$ cat src/rtl/bsu_pkg.sv
// Shared constants, types and the Pascal triangle table for the Banker's sequence unranker.
package bsu_pkg;

  localparam int MAX_BITS = 16;
  localparam int RANK_W   = 16;
  localparam int WORD_W   = 16;
  localparam int CFG_W    = 5;
  localparam logic [CFG_W-1:0] BIT_LENGTH_RST = CFG_W'(8);

  // n, c, k and pos all range over 0..MAX_BITS
  localparam int NW    = $clog2(MAX_BITS + 1);
  // C(n,k) < 2^n for n >= 1
  localparam int CW    = MAX_BITS;
  localparam int CMPW  = (MAX_BITS > RANK_W) ? MAX_BITS : RANK_W;
  // triangle stored row by row, k <= n only
  localparam int TRI_N = (MAX_BITS + 1) * (MAX_BITS + 2) / 2;
  localparam int TIW   = $clog2(TRI_N);

  typedef logic [CW-1:0]  tri_tab_t  [TRI_N];
  typedef logic [TIW-1:0] tri_base_t [MAX_BITS + 1];

  typedef enum logic [1:0] {
    ST_IDLE,
    ST_CLASS,
    ST_BITS,
    ST_DONE
  } state_t;

  // request to the shared binomial subtract-compare unit
  typedef struct packed {
    logic [NW-1:0]     row;
    logic [NW-1:0]     col;
    logic [RANK_W-1:0] rem;
  } step_req_t;

  typedef struct packed {
    logic              below;  // rem < C(row,col)
    logic [RANK_W-1:0] diff;   // rem - C(row,col), meaningful when !below
  } step_rsp_t;

  function automatic tri_tab_t build_tri();
    tri_tab_t t;
    int       base;
    for (int i = 0; i < TRI_N; i++) t[i] = '0;
    for (int n = 0; n <= MAX_BITS; n++) begin
      base = n * (n + 1) / 2;
      for (int k = 0; k <= n; k++) begin
        if (k == 0 || k == n) begin
          t[base + k] = CW'(1);
        end else begin
          t[base + k] = t[base - n + k - 1] + t[base - n + k];
        end
      end
    end
    return t;
  endfunction

  function automatic tri_base_t build_base();
    tri_base_t b;
    for (int n = 0; n <= MAX_BITS; n++) b[n] = TIW'(n * (n + 1) / 2);
    return b;
  endfunction

  localparam tri_tab_t  PASCAL   = build_tri();
  localparam tri_base_t ROW_BASE = build_base();

endpackage

$ cat src/rtl/bsu_binom_unit.sv
// Shared step unit: looks up C(row,col) and subtract-compares it against the remainder.
module bsu_binom_unit (
  input  bsu_pkg::step_req_t req,
  output bsu_pkg::step_rsp_t rsp
);

  logic [bsu_pkg::TIW-1:0]  idx;
  logic [bsu_pkg::CW-1:0]   coef;
  logic [bsu_pkg::CMPW-1:0] rem_x;
  logic [bsu_pkg::CMPW-1:0] coef_x;
  logic [bsu_pkg::CMPW-1:0] diff_x;

  assign idx = bsu_pkg::ROW_BASE[req.row] + bsu_pkg::TIW'(req.col);

  // C(n,k) = 0 for k > n
  assign coef   = (req.col > req.row) ? '0 : bsu_pkg::PASCAL[idx];
  assign rem_x  = bsu_pkg::CMPW'(req.rem);
  assign coef_x = bsu_pkg::CMPW'(coef);
  assign diff_x = rem_x - coef_x;

  assign rsp.below = rem_x < coef_x;
  assign rsp.diff  = diff_x[bsu_pkg::RANK_W-1:0];

endmodule

$ cat src/rtl/bankers_sequence_unrank_core.sv
// Banker's sequence unranker: turns a rank into the n-bit word at that position.
// One rank at a time. After the input transfer the sequencer runs one binomial
// subtract-compare per cycle through a single shared unit: first c+1 steps to find
// the popcount class c, then up to n steps deciding bits from bit n-1 down (stopping
// once all ones are placed) and a closing step that leaves that phase, then the
// hand-off of the result to the output register. out_valid rises and in_ready returns
// in the same cycle, at the hand-off; an out-of-range rank (rank >= 2^n) skips both
// phases and goes straight to the hand-off with word 0 and out_of_range set. The
// hand-off waits while the output register still holds an undrained result. in_ready
// is high only while the sequencer is idle; a finished result waits in the output
// register so the next rank can be taken before it is drained. cfg_ready is always
// high; bit_length is sampled at each input transfer, 0 acts as 1 and values above
// 16 act as 16.
module bankers_sequence_unrank_core (
  input  logic                         clk,
  input  logic                         rst_n,

  input  logic                         cfg_valid,
  output logic                         cfg_ready,
  input  logic [bsu_pkg::CFG_W-1:0]    cfg_bit_length,

  input  logic                         in_valid,
  output logic                         in_ready,
  input  logic [bsu_pkg::RANK_W-1:0]   in_rank,

  output logic                         out_valid,
  input  logic                         out_ready,
  output logic [bsu_pkg::WORD_W-1:0]   out_word,
  output logic                         out_out_of_range
);

  bsu_pkg::state_t state_r, state_nxt;

  logic [bsu_pkg::CFG_W-1:0]    bit_length_r;
  logic [bsu_pkg::NW-1:0]       n_eff;
  logic [bsu_pkg::NW-1:0]       n_r, n_nxt;
  logic [bsu_pkg::NW-1:0]       c_r, c_nxt;
  logic [bsu_pkg::NW-1:0]       pos_r, pos_nxt;
  logic [bsu_pkg::RANK_W-1:0]   rem_r, rem_nxt;
  logic [bsu_pkg::MAX_BITS-1:0] word_r, word_nxt;
  logic                         oor_r, oor_nxt;

  logic                         out_valid_r, out_valid_nxt;
  logic [bsu_pkg::WORD_W-1:0]   out_word_r, out_word_nxt;
  logic                         out_oor_r, out_oor_nxt;

  logic                         in_xfer;
  logic                         rank_oor;
  logic                         out_free;
  logic                         class_go;
  logic                         bits_go;
  logic [bsu_pkg::NW-1:0]       pos_m1;

  bsu_pkg::step_req_t step_req;
  bsu_pkg::step_rsp_t step_rsp;

  bsu_binom_unit u_binom (
    .req (step_req),
    .rsp (step_rsp)
  );

  assign cfg_ready = 1'b1;
  assign in_ready  = (state_r == bsu_pkg::ST_IDLE);
  assign in_xfer   = in_valid && in_ready;
  assign out_free  = !out_valid_r || out_ready;

  assign out_valid        = out_valid_r;
  assign out_word         = out_word_r;
  assign out_out_of_range = out_oor_r;

  always_comb begin
    if (bit_length_r == '0) begin
      n_eff = bsu_pkg::NW'(1);
    end else if (int'(bit_length_r) > bsu_pkg::MAX_BITS) begin
      n_eff = bsu_pkg::NW'(bsu_pkg::MAX_BITS);
    end else begin
      n_eff = bsu_pkg::NW'(bit_length_r);
    end
  end

  assign rank_oor = ((bsu_pkg::CMPW'(in_rank) >> n_eff) != '0);

  // c doubles as k (ones still to place) during the bit phase
  assign class_go = (c_r <= n_r) && !step_rsp.below;
  assign bits_go  = (pos_r != '0) && (c_r != '0);
  assign pos_m1   = pos_r - 1'b1;

  always_comb begin
    step_req.rem = rem_r;
    if (state_r == bsu_pkg::ST_BITS) begin
      step_req.row = pos_m1;
      step_req.col = c_r - 1'b1;
    end else begin
      step_req.row = n_r;
      step_req.col = c_r;
    end
  end

  // next state
  always_comb begin
    state_nxt = state_r;
    unique case (state_r)
      bsu_pkg::ST_IDLE: begin
        if (in_xfer) state_nxt = rank_oor ? bsu_pkg::ST_DONE : bsu_pkg::ST_CLASS;
      end
      bsu_pkg::ST_CLASS: begin
        if (!class_go) state_nxt = bsu_pkg::ST_BITS;
      end
      bsu_pkg::ST_BITS: begin
        if (!bits_go) state_nxt = bsu_pkg::ST_DONE;
      end
      bsu_pkg::ST_DONE: begin
        if (out_free) state_nxt = bsu_pkg::ST_IDLE;
      end
      default: state_nxt = bsu_pkg::ST_IDLE;
    endcase
  end

  // datapath
  always_comb begin
    n_nxt         = n_r;
    c_nxt         = c_r;
    pos_nxt       = pos_r;
    rem_nxt       = rem_r;
    word_nxt      = word_r;
    oor_nxt       = oor_r;
    out_valid_nxt = out_valid_r && !out_ready;
    out_word_nxt  = out_word_r;
    out_oor_nxt   = out_oor_r;
    unique case (state_r)
      bsu_pkg::ST_IDLE: begin
        if (in_xfer) begin
          n_nxt    = n_eff;
          c_nxt    = '0;
          pos_nxt  = n_eff;
          rem_nxt  = in_rank;
          word_nxt = '0;
          oor_nxt  = rank_oor;
        end
      end
      bsu_pkg::ST_CLASS: begin
        if (class_go) begin
          rem_nxt = step_rsp.diff;
          c_nxt   = c_r + 1'b1;
        end
      end
      bsu_pkg::ST_BITS: begin
        if (bits_go) begin
          pos_nxt = pos_m1;
          if (step_rsp.below) begin
            word_nxt = word_r | (bsu_pkg::MAX_BITS'(1) << pos_m1);
            c_nxt    = c_r - 1'b1;
          end else begin
            rem_nxt = step_rsp.diff;
          end
        end
      end
      bsu_pkg::ST_DONE: begin
        if (out_free) begin
          out_valid_nxt = 1'b1;
          out_word_nxt  = bsu_pkg::WORD_W'(word_r);
          out_oor_nxt   = oor_r;
        end
      end
      default: ;
    endcase
  end

  always_ff @(posedge clk) begin
    if (!rst_n) begin
      state_r      <= bsu_pkg::ST_IDLE;
      bit_length_r <= bsu_pkg::BIT_LENGTH_RST;
      out_valid_r  <= 1'b0;
    end else begin
      state_r     <= state_nxt;
      out_valid_r <= out_valid_nxt;
      if (cfg_valid && cfg_ready) bit_length_r <= cfg_bit_length;
    end
  end

  always_ff @(posedge clk) begin
    n_r        <= n_nxt;
    c_r        <= c_nxt;
    pos_r      <= pos_nxt;
    rem_r      <= rem_nxt;
    word_r     <= word_nxt;
    oor_r      <= oor_nxt;
    out_word_r <= out_word_nxt;
    out_oor_r  <= out_oor_nxt;
  end

`ifndef NO_ASSERTIONS
  a_oor_word_zero: assert property (@(posedge clk) disable iff (!rst_n)
    out_valid_r && out_oor_r |-> out_word_r == '0)
    else $error("out-of-range result with nonzero word");

  a_class_bound: assert property (@(posedge clk) disable iff (!rst_n)
    state_r == bsu_pkg::ST_CLASS |-> c_r <= n_r)
    else $error("popcount class ran past n");

  a_ones_fit: assert property (@(posedge clk) disable iff (!rst_n)
    state_r == bsu_pkg::ST_BITS |-> c_r <= pos_r)
    else $error("more ones left than bit positions");

  a_oor_shortcut: assert property (@(posedge clk) disable iff (!rst_n)
    in_xfer && rank_oor |=> state_r == bsu_pkg::ST_DONE && oor_r)
    else $error("out-of-range rank did not go straight to done");
`endif

endmodule

$ cat config.mk
export PLATFORM = sky130hd
export DESIGN_NAME = bankers_sequence_unrank_core
export DESIGN_NICKNAME = d
export VERILOG_FILES = /design/src/rtl/bsu_pkg.sv /design/src/rtl/bsu_binom_unit.sv /design/src/rtl/bankers_sequence_unrank_core.sv
export SDC_FILE = /design/constraint.sdc
export NUM_CORES = 1
export LEC_CHECK = 0
export BUFFER_PORTS_ARGS = -buffer_cell sky130_fd_sc_hd__buf_2
export CAP_MARGIN = 20
export CORE_ASPECT_RATIO = 1.1
export CORE_UTILIZATION = 35
export DETAILED_ROUTE_END_ITERATION = 10
export HOLD_SLACK_MARGIN = 0.08
export PLACE_DENSITY = 0.53
export SLEW_MARGIN = 10
export SYNTH_ARGS = -nofsm -noshare
export SYNTH_HDL_FRONTEND = slang
export SYNTH_SLANG_ARGS = --single-unit
export TNS_END_PERCENT = 20
$ cat constraint.sdc
create_clock -name clk -period 7.4 [get_ports clk]
set_input_delay 1.48 -clock clk [delete_from_list [all_inputs] [get_ports clk]]
set_output_delay 1.48 -clock clk [all_outputs]
set_load 0.01 [all_outputs]
==> results of run 1 <==
-- how the worst max path moves through the flow --
stage	start	endpoint	slack [ns]	cells after the start
after floorplan	pos_r[0]	rem_r[0]	0.21	28
after CTS	pos_r[1]	c_r[2]	0.03	27
after global routing	pos_r[1]	rem_r[0]	-0.01	28
final	pos_r[1]	c_r[3]	0.43	26
after detailed placement	pos_r[1]	c_r[0]	0.1	27
after global placement	pos_r[1]	c_r[0]	0.17	28
-- final cells by class --
cell class	count	area share
flip-flops and latches	73	0.253
well taps	252	0.0378
repair buffers	111	0.0915
multi-input cells	704	0.561
clock buffers	9	0.0270
inverters	41	0.0192
clock inverters	7	0.0103
-- what timing repair did --
action | 4_1_cts | 5_1_grt
endpoints found under the setup margin | 0 | 41
resized for setup | 0 | 14
buffers inserted | 0 | 5
-- cell usage after synthesis (14+ instances only) --
library cell	n	area (sq um)
ha_1	55	688
nor3_1	23	115
o21a_1	14	105
nand3_1	23	115
a21oi_1	85	425
nand2_1	81	304
nor2_1	90	338
nor2b_1	16	100
o21ai_0	58	290
o22ai_1	14	87.6
clkbuf_1	40	150
a31oi_1	16	100
xnor2_1	23	201
edfxtp_1	65	1950
inv_1	36	135
-- through the flow --
stage	setup WS, ns	cells
2_1_floorplan	0.206	868
3_3_place_gp	0.174	1176
3_5_place_dp	0.0975	1176
4_1_cts	0.0305	1192
5_1_grt	-0.0145	1197
6_report	0.431	1197
-- state kept, by name (all words and copies together) (netlist names) --
signal and cells:
bit_length_r 5, c_r 5, n_r 5, oor_r 1, out_out_of_range 1, out_valid 1, out_word 16, pos_r 5
rem_r 16, state_r 2, word_r 16
-- cell families (layout without fill, tap and decap cells) --
kind of cell    after synthesis  in the layout  synth area share
compound gates              314            314             0.295
xor+xnor                     28             28            0.0345
fa+ha+maj                    57             57             0.102
buf+inv                      91            168            0.0511
flops                        73             73             0.297
mux                          21             21            0.0317
other cells                   1              1          0.000528
simple gates                283            283             0.188
-- routing by layer --
layer	routed length (microns)	vias up
li1	-	3414
met1	10100	3295
met2	10500	328
met3	1580	80
met4	1010	0
met5	0	-
==> metrics.md, run 1 <==
| Metric | Value |
|---|---|
| Maximum clock path buffer count | `2` |
| WHS | `0.451 ns` |
| Final Critical Period | `~7 ns` |
| Initial Util | `0.358` |
| Die area | `around 21000 sq um` |
| CORE AREA | `just under 20000 sq um` |
| Sequential element share of the synthesized area | `0.297` |
| Largest net degree at the start of global routing | `34` |
| Layout cells sized above 1 | `0.180` |
| WP buf/inv | `5` |
| R2r setup slk | `~0.43 ns` |
| Cells after Synth | `around 870` |
| Final hold violation count | `0` |
| Worst skew pair latency | `0.34 ns` |
| Total track usage | `0.232` |
| Initial antenna violation count | `0` |
| H-tree levels | `3` |
| Area of the multi-input gates | `4690 sq um` |
| First-pass GRT wire length | `around 37 mm` |
| Synth Flop Type | `edfxtp_1` |
| R2r worst-path depth | `26` |
| Antenna-violating nets left | `0` |
| IO Pins | `46` |
| Met3 usage | `0.0336` |
| Area growth, synth to finish | `17.5%` |
| Post-synth EDFFs | `65` |
| Crit Reg-Reg Startpoint | `pos_r[1]` |
| Crit Path Max Fanout | `8` |
| Vias in the first global route | `between 6k and 7k` |
| Layout Nets | `slightly above 1k` |
| Filler cell count in the final layout | `a little over 2k` |
| Clock skew | `0.00934 ns` |
| Most frequent cells in the layout | `nor2_1, a21oi_1, nand2_1` |
| Routed WL | `23.2 mm` |
| Clk pin slew, worst setup/hold paths | `0.07 ns` |
| Max-cap violations | `0` |
| Type of the worst setup path | `reg -> reg` |
| Root buffer cell | `clkbuf_16` |
| Hold path start | `oor_r` |
| Worst slew margin | `0.502` |
| Post-synthesis cell type count | `86` |
| Max incr delay on CP | `approximately 0.64 ns` |
| Die Ht | `between 150 and 200 microns` |
| Hold crit path type | `reg -> reg` |
| CTS buffer count | `9` |
| # diodes | `0` |
| Worst Tran Pin Value | `around 0.74 ns` |
| Row cnt | `54` |
| Gr ovfl total | `0` |
| CTS tree | `built` |
| Final instance area | `~8400 sq um` |
| Hold endpoint | `out_out_of_range` |
| Critical path's most frequent cell | `ha_1` |
| Max-slew violation count | `0` |
| Placed Area | `7960 sq um` |
| Hold_buf cts | `0` |
| Mapped cell area | `roughly 7000 sq um` |
| DRC Markers | `0` |
| Setup TNS | `0 ns` |
| Fin util | `0.420` |
| Final setup vio count | `0` |
| Routability congestion estimate from global placement | `0.951` |
| Via-to-Cell Ratio | `approximately 5.9` |
| Startpoint types | `flip-flop` |
| Critical path arrival | `about 7.0 ns` |
| CP max stage cell | `fa_2` |
| Setup crit end kind | `flip-flop` |
| Final Cycle Share | `0.942` |
| Run status | `completed` |
| Flop and latch count out of synthesis | `73` |
| Worst EP required | `7.44 ns` |
| Worst reg2reg endpoint | `c_r[3]` |
| I/O Buffers | `44` |
| Hold depth | `0` |
| Pre-antenna DRT Iters | `5` |
| Largest delay share family, worst path | `compound AO/OA/AOI/OAI gates` |
| Clock sink count | `73` |
| Syn Nets | `roughly 950` |
| Gr busiest metal | `met2` |
| Commonest non-fill, non-tap cell in the layout | `nor2_1` |
| Post-synth ARST share | `0` |
| Die W | `~140 microns` |
| GR Layer Usage met2 | `0.365` |
| Met1 usage | `0.308` |
| Via count | `~7.1k` |
| DR iter-0 viols | `roughly 660` |
| Fmax | `between 100 and 150 MHz` |
| Detail Placement HPWL | `17.7 mm` |
| Register Area | `around 2100 sq um` |
| Per-cell routed wire length | `19.4 microns` |
| Synthesis Warnings | `0` |
| Syn Area/Cell | `8.19 sq um` |
Power of run 1 is left out: the tool's default activity adds up to more than one toggle a clock period on the data nets, which glitch-free logic cannot reach.
==> run 2, diff against run 1 <==
- ABC_AREA: default -> 1
==> metrics.md, run 2 <==
| Metric | Value |
|---|---|
| Run status | `finished with violations` |
| Failing checks | `DRC` |
| Synthesis Warnings | `0` |
| Flop and latch count out of synthesis | `73` |
| Antenna-violating nets left | `0` |
| Crit Reg-Reg Startpoint | `state_r[0]` |
| R2r setup slk | `0.65 ns` |
| R2r worst-path depth | `34` |
| Vias in the first global route | `about 6.7k` |
| Synth Flop Type | `edfxtp_1` |
| Crit Path Max Fanout | `23` |
| Most common cell in the netlist | `nand2_1` |
| Via count | `slightly above 7k` |
| Max-cap violations | `0` |
| Critical path's most frequent cell | `nand2_1` |
| Post-synth EDFFs | `65` |
| Max incr delay on CP | `0.66 ns` |
| Type of the worst setup path | `reg -> reg` |
| WP buf/inv | `6` |
| Die Ht | `152 microns` |
| DR iter-0 viols | `659` |
| Post-synthesis cell type count | `53` |
| Worst slew margin | `0.496` |
| Worst skew pair latency | `approximately 0.35 ns` |
| Layout cells sized above 1 | `0.124` |
| # diodes | `0` |
| Most frequent cells in the layout | `nand2_1, inv_1, nand3_1` |
| WHS | `0.460 ns` |
| Critical path arrival | `slightly below 7 ns` |
| Detail Placement HPWL | `roughly 17 mm` |
| CP Depth | `34` |
| Layout Nets | `between 1k and 1.5k` |
| Cts repair resizes | `0` |
| Mapped cell area | `slightly above 7000 sq um` |
| Clock sink count | `between 70 and 80` |
| RSZ-0062 raised after global routing | `no` |
| Worst Tran Pin Value | `roughly 0.76 ns` |
| Setup crit end kind | `flip-flop` |
| Per-cell routed wire length | `~17 microns` |
| Pre-antenna DRT Iters | `8` |
| Placed Area | `~7600 sq um` |
| Die W | `139 microns` |
| Synth area leaders | `edfxtp_1, nand2_1, ha_1` |
| Syn Area/Cell | `7.00 sq um` |
| Setup TNS | `0 ns` |
| # Post-CTS Setup Buffers | `0` |
| Final Cycle Share | `0.912` |
| Critical Path End | `c_r[4]` |
| I/O Buffers | `44` |
| Routability congestion estimate from global placement | `between 1 and 1.5` |
| Synth area leader | `edfxtp_1` |
| H-tree levels | `3` |
| Routed WL | `about 22 mm` |
| Commonest non-fill, non-tap cell in the layout | `nand2_1` |
| Fmax | `148 MHz` |
| Final Critical Period | `between 6 and 7 ns` |
| Sequential element share of the synthesized area | `0.293` |
| Worst reg2reg endpoint | `c_r[4]` |
| First-pass GRT wire length | `roughly 35 mm` |
| CP max stage cell | `ha_1` |
| Gr ovfl total | `0` |
| Final instance area | `between 7000 and 8000 sq um` |
| IO Pins | `46` |
| Final hold violation count | `0` |
| Final setup vio count | `0` |
| Cells after Synth | `slightly above 1k` |
| Largest net degree at the start of global routing | `60` |
| Crit path from | `state_r[0]` |
| Commonest cells in the netlist | `nand2_1, inv_1, nand3_1, a21oi_1, o21ai_0` |
| Clock skew | `between 0.005 and 0.006 ns` |
| Die area | `around 21000 sq um` |
| CTS buffer count | `9` |
| Via-to-Cell Ratio | `between 5 and 6` |
| Row cnt | `54` |
| Startpoint types | `flip-flop` |
| Fin util | `0.395` |
| Filler cell count in the final layout | `between 2k and 2.5k` |
| Syn Nets | `1111` |
| DRC Markers | `7` |
| Largest delay share family, worst path | `simple AND/OR/NAND/NOR gates` |
| Total track usage | `0.211` |
| CORE AREA | `20000 sq um` |
| Worst EP required | `approximately 7.4 ns` |
| Clk pin slew, worst setup/hold paths | `approximately 0.06 ns` |
| Post-synth ARST share | `0` |
| Hold crit path type | `reg -> reg` |
| CTS tree | `built` |
| Initial Util | `0.360` |
| Maximum clock path buffer count | `2` |
| Max-slew violation count | `0` |
| Hold_buf cts | `0` |
| Root buffer cell | `clkbuf_16` |
| Initial antenna violation count | `0` |
| Top cell type's share of synthesized area | `0.271` |
| Area growth, synth to finish | `9.79%` |
-- run 2: cell types whose count changed after synthesis, sizes merged, moves of 19 or more --
cell	previous run	this run
nand3	23	91
buf	10	29
clkbuf	40	9
inv	39	116
nand2	81	327
nor2	90	67
o21ai	65	98
xnor2	23	2
-- run 2: per-stage QoR --
step / instances / setup WS, ns
global placement: 1295 / 0.780
CTS: 1311 / 0.767
global route: 1311 / 0.0774
floorplan: 1028 / 1.25
finish: 1311 / 0.653
detailed placement: 1295 / 0.781
-- run 2: kinds of logic after synthesis --
group	synth area share
adders and majority gates	0.101
and+or+nand+nor	0.327
buffers and inverters	0.101
DFF	0.293
xor gates and xnor gates	0.00487
other	0.000521
AOI/OAI and AO/OA	0.172
-- run 2: worst min-delay path by stage --
stage,startpoint,to,depth (start not counted)
after global routing,oor_r,out_out_of_range,0
after floorplan,oor_r,out_out_of_range,0
after detailed placement,word_r[5],out_word[5],0
after global placement,word_r[2],out_word[2],0
after CTS,word_r[7],out_word[7],0
final,word_r[7],out_word[7],0
-- run 2: area by class of cell --
class | instances | area (sq um) | area share
timing repair buffer | 53 | 300 | 0.0380
tap | 252 | 315 | 0.0399
inverter | 120 | 457 | 0.0578
sequential | 73 | 2110 | 0.267
multi-input combinational | 797 | 4370 | 0.553
clock inverter | 7 | 124 | 0.0157
clock buffer | 9 | 225 | 0.0285
-- run 2: layer usage --
metal | vias to the layer above | global-route usage | share of wire
met5 | - | 0 | 0
met4 | 0 | 0.0947 | 0.033
met1 | 3244 | 0.271 | 0.44
met3 | 45 | 0.0280 | 0.054
li1 | 3514 | - | -
met2 | 261 | 0.355 | 0.47
-- run 2: worst register-to-register path, delay by kind of cell, from the launching register on --
kind | cells | cell delay (ns)
compound gates | 5 | 0.52
simple gates | 19 | 2.50
buf+inv | 6 | 1.15
fa+ha+maj | 4 | 1.88
flops | 1 | 0.33
Power of run 2 is left out for the same reason.
==> run 3, diff against run 2 <==
- PLACE_DENSITY: 0.53 -> 0.59
==> metrics.md, run 3 (synthesized netlist as in run 2, its figures left out) <==
| Metric | Value |
|---|---|
| Run status | `finished with violations` |
| Failing checks | `DRC` |
| Fin cells | `1308` |
| Die Ht | `between 150 and 200 microns` |
| Via-to-Cell Ratio | `around 5.4` |
| RSZ-0062 raised after global routing | `no` |
| CTS buffer count | `9` |
| Root buffer cell | `clkbuf_16` |
| Worst skew pair latency | `between 0.3 and 0.4 ns` |
| Initial antenna violation count | `0` |
| Worst slew margin | `0.501` |
| Detail Placement HPWL | `15.6 mm` |
| WP buf/inv | `5` |
| Placed insts | `approximately 1.3k` |
| Clock sink count | `73` |
| H-tree levels | `3` |
| Clock skew | `around 0.0075 ns` |
| Worst Tran Pin Value | `approximately 0.75 ns` |
| Row cnt | `54` |
| I/O Buffers | `44` |
| Pre-antenna DRT Iters | `9` |
| Crit Reg-Reg Startpoint | `pos_r[1]` |
| Fmax | `~150 MHz` |
| PnR worst setup slack | `between 0.7 and 0.8 ns` |
| Worst EP required | `between 7 and 8 ns` |
| Final hold violation count | `0` |
| Hold path start | `oor_r` |
| Gr ovfl total | `0` |
| Antenna-violating nets left | `0` |
| CTS tree | `built` |
| Critical path's most frequent cell | `nand2_1` |
| Area growth, synth to finish | `8.53%` |
| Final setup vio count | `0` |
| Crit Path Max Fanout | `51` |
| Pre-CTS setup slack | `~0.73 ns` |
| First-pass GRT wire length | `~34 mm` |
| Final Cycle Share | `0.894` |
| Vias in the first global route | `roughly 6.7k` |
| # diodes | `0` |
| Per-cell routed wire length | `16.1 microns` |
| Fin util | `0.391` |
| Die W | `approximately 140 microns` |
| Largest delay share family, worst path | `simple AND/OR/NAND/NOR gates` |
| Die area | `21100 sq um` |
| Via count | `between 7k and 8k` |
| Layout cells sized above 1 | `0.123` |
| Setup TNS | `0 ns` |
| Routability congestion estimate from global placement | `0.935` |
| CP max stage cell | `nor3_1` |
| R2r worst-path depth | `35` |
| Most frequent cells in the layout | `nand2_1, inv_1, nand3_1` |
| Total track usage | `0.202` |
| Startpoint types | `flip-flop` |
| Largest net degree at the start of global routing | `60` |
| DR iter-0 viols | `between 600 and 700` |
| Worst reg2reg endpoint | `rem_r[8]` |
| Initial Util | `0.360` |
| Commonest non-fill, non-tap cell in the layout | `nand2_1` |
| Clk pin slew, worst setup/hold paths | `roughly 0.070 ns` |
| Hold endpoint | `out_out_of_range` |
| Hold crit path type | `reg -> reg` |
| DRC Markers | `14` |
| Filler cell count in the final layout | `between 2k and 2.5k` |
| CORE AREA | `~20000 sq um` |
| Max-cap violations | `0` |
| Setup crit end kind | `flip-flop` |
| CP Depth | `35` |
| Type of the worst setup path | `reg -> reg` |
| IO Pins | `between 40 and 50` |
| Max incr delay on CP | `0.45 ns` |
| Maximum clock path buffer count | `2` |
| Final Critical Period | `approximately 6.6 ns` |
| Critical path arrival | `roughly 6.6 ns` |
| R2r setup slk | `0.79 ns` |
| Hold depth | `0` |
| Max-slew violation count | `0` |
| Layout Nets | `~1.1k` |
| Routed WL | `21.0 mm` |
[run 3: cell types whose count changed in the layout (fill, tap and decap cells not counted), moves of 2 or more]
| cell | previous run | this run |
|---|---|---|
| ha_1 | 55 | 53 |
| buf_4 | 8 | 6 |
| ha_2 | 0 | 2 |
| inv_6 | 2 | 4 |
| bufinv_16 | 3 | 0 |
[run 3: final cells by class]
cell class	count	area, sq um	area share
tap	252	315	0.0404
inverter	120	459	0.0588
clock inverter	7	61.3	0.00785
clock buffer	9	225	0.0288
multi-input combinational	797	4370	0.560
timing repair buffer	50	265	0.0340
sequential	73	2110	0.270
[run 3: worst max-delay path by stage]
stage                    start  slack, ns        end
floorplan             pos_r[0]       1.25  word_r[0]
global placement    state_r[0]       0.76   rem_r[8]
detailed placement  state_r[0]       0.73  rem_r[10]
CTS                 state_r[0]       0.69   rem_r[8]
global route          pos_r[1]       0.08   rem_r[8]
finish                pos_r[1]       0.79   rem_r[8]
[run 3: per-stage QoR]
step | hold slack, ns | instance area [sq um]
2_1_floorplan | 0.400 | 7200
3_3_place_gp | 0.418 | 7520
3_5_place_dp | 0.418 | 7520
4_1_cts | 0.434 | 7800
5_1_grt | 0.445 | 7810
6_report | 0.431 | 7810
[run 3: layer usage]
layer	part of all wire	vias up	GRT usage	wire length [microns]
met4	0.042	0	0.0963	893
met2	0.46	237	0.330	9570
met3	0.054	62	0.0289	1130
li1	-	3504	-	-
met1	0.45	3219	0.261	9430
met5	0	-	0	0
[run 3: what timing repair did]
item                                    in CTS  in global routing
hold buffers                                 0                  0
resized for setup                            0                  3
setup buffers                                0                  0
endpoints found under the setup margin       0                 21
hold endpoints to repair                     0                  0
Power of run 3 is left out for the same reason.
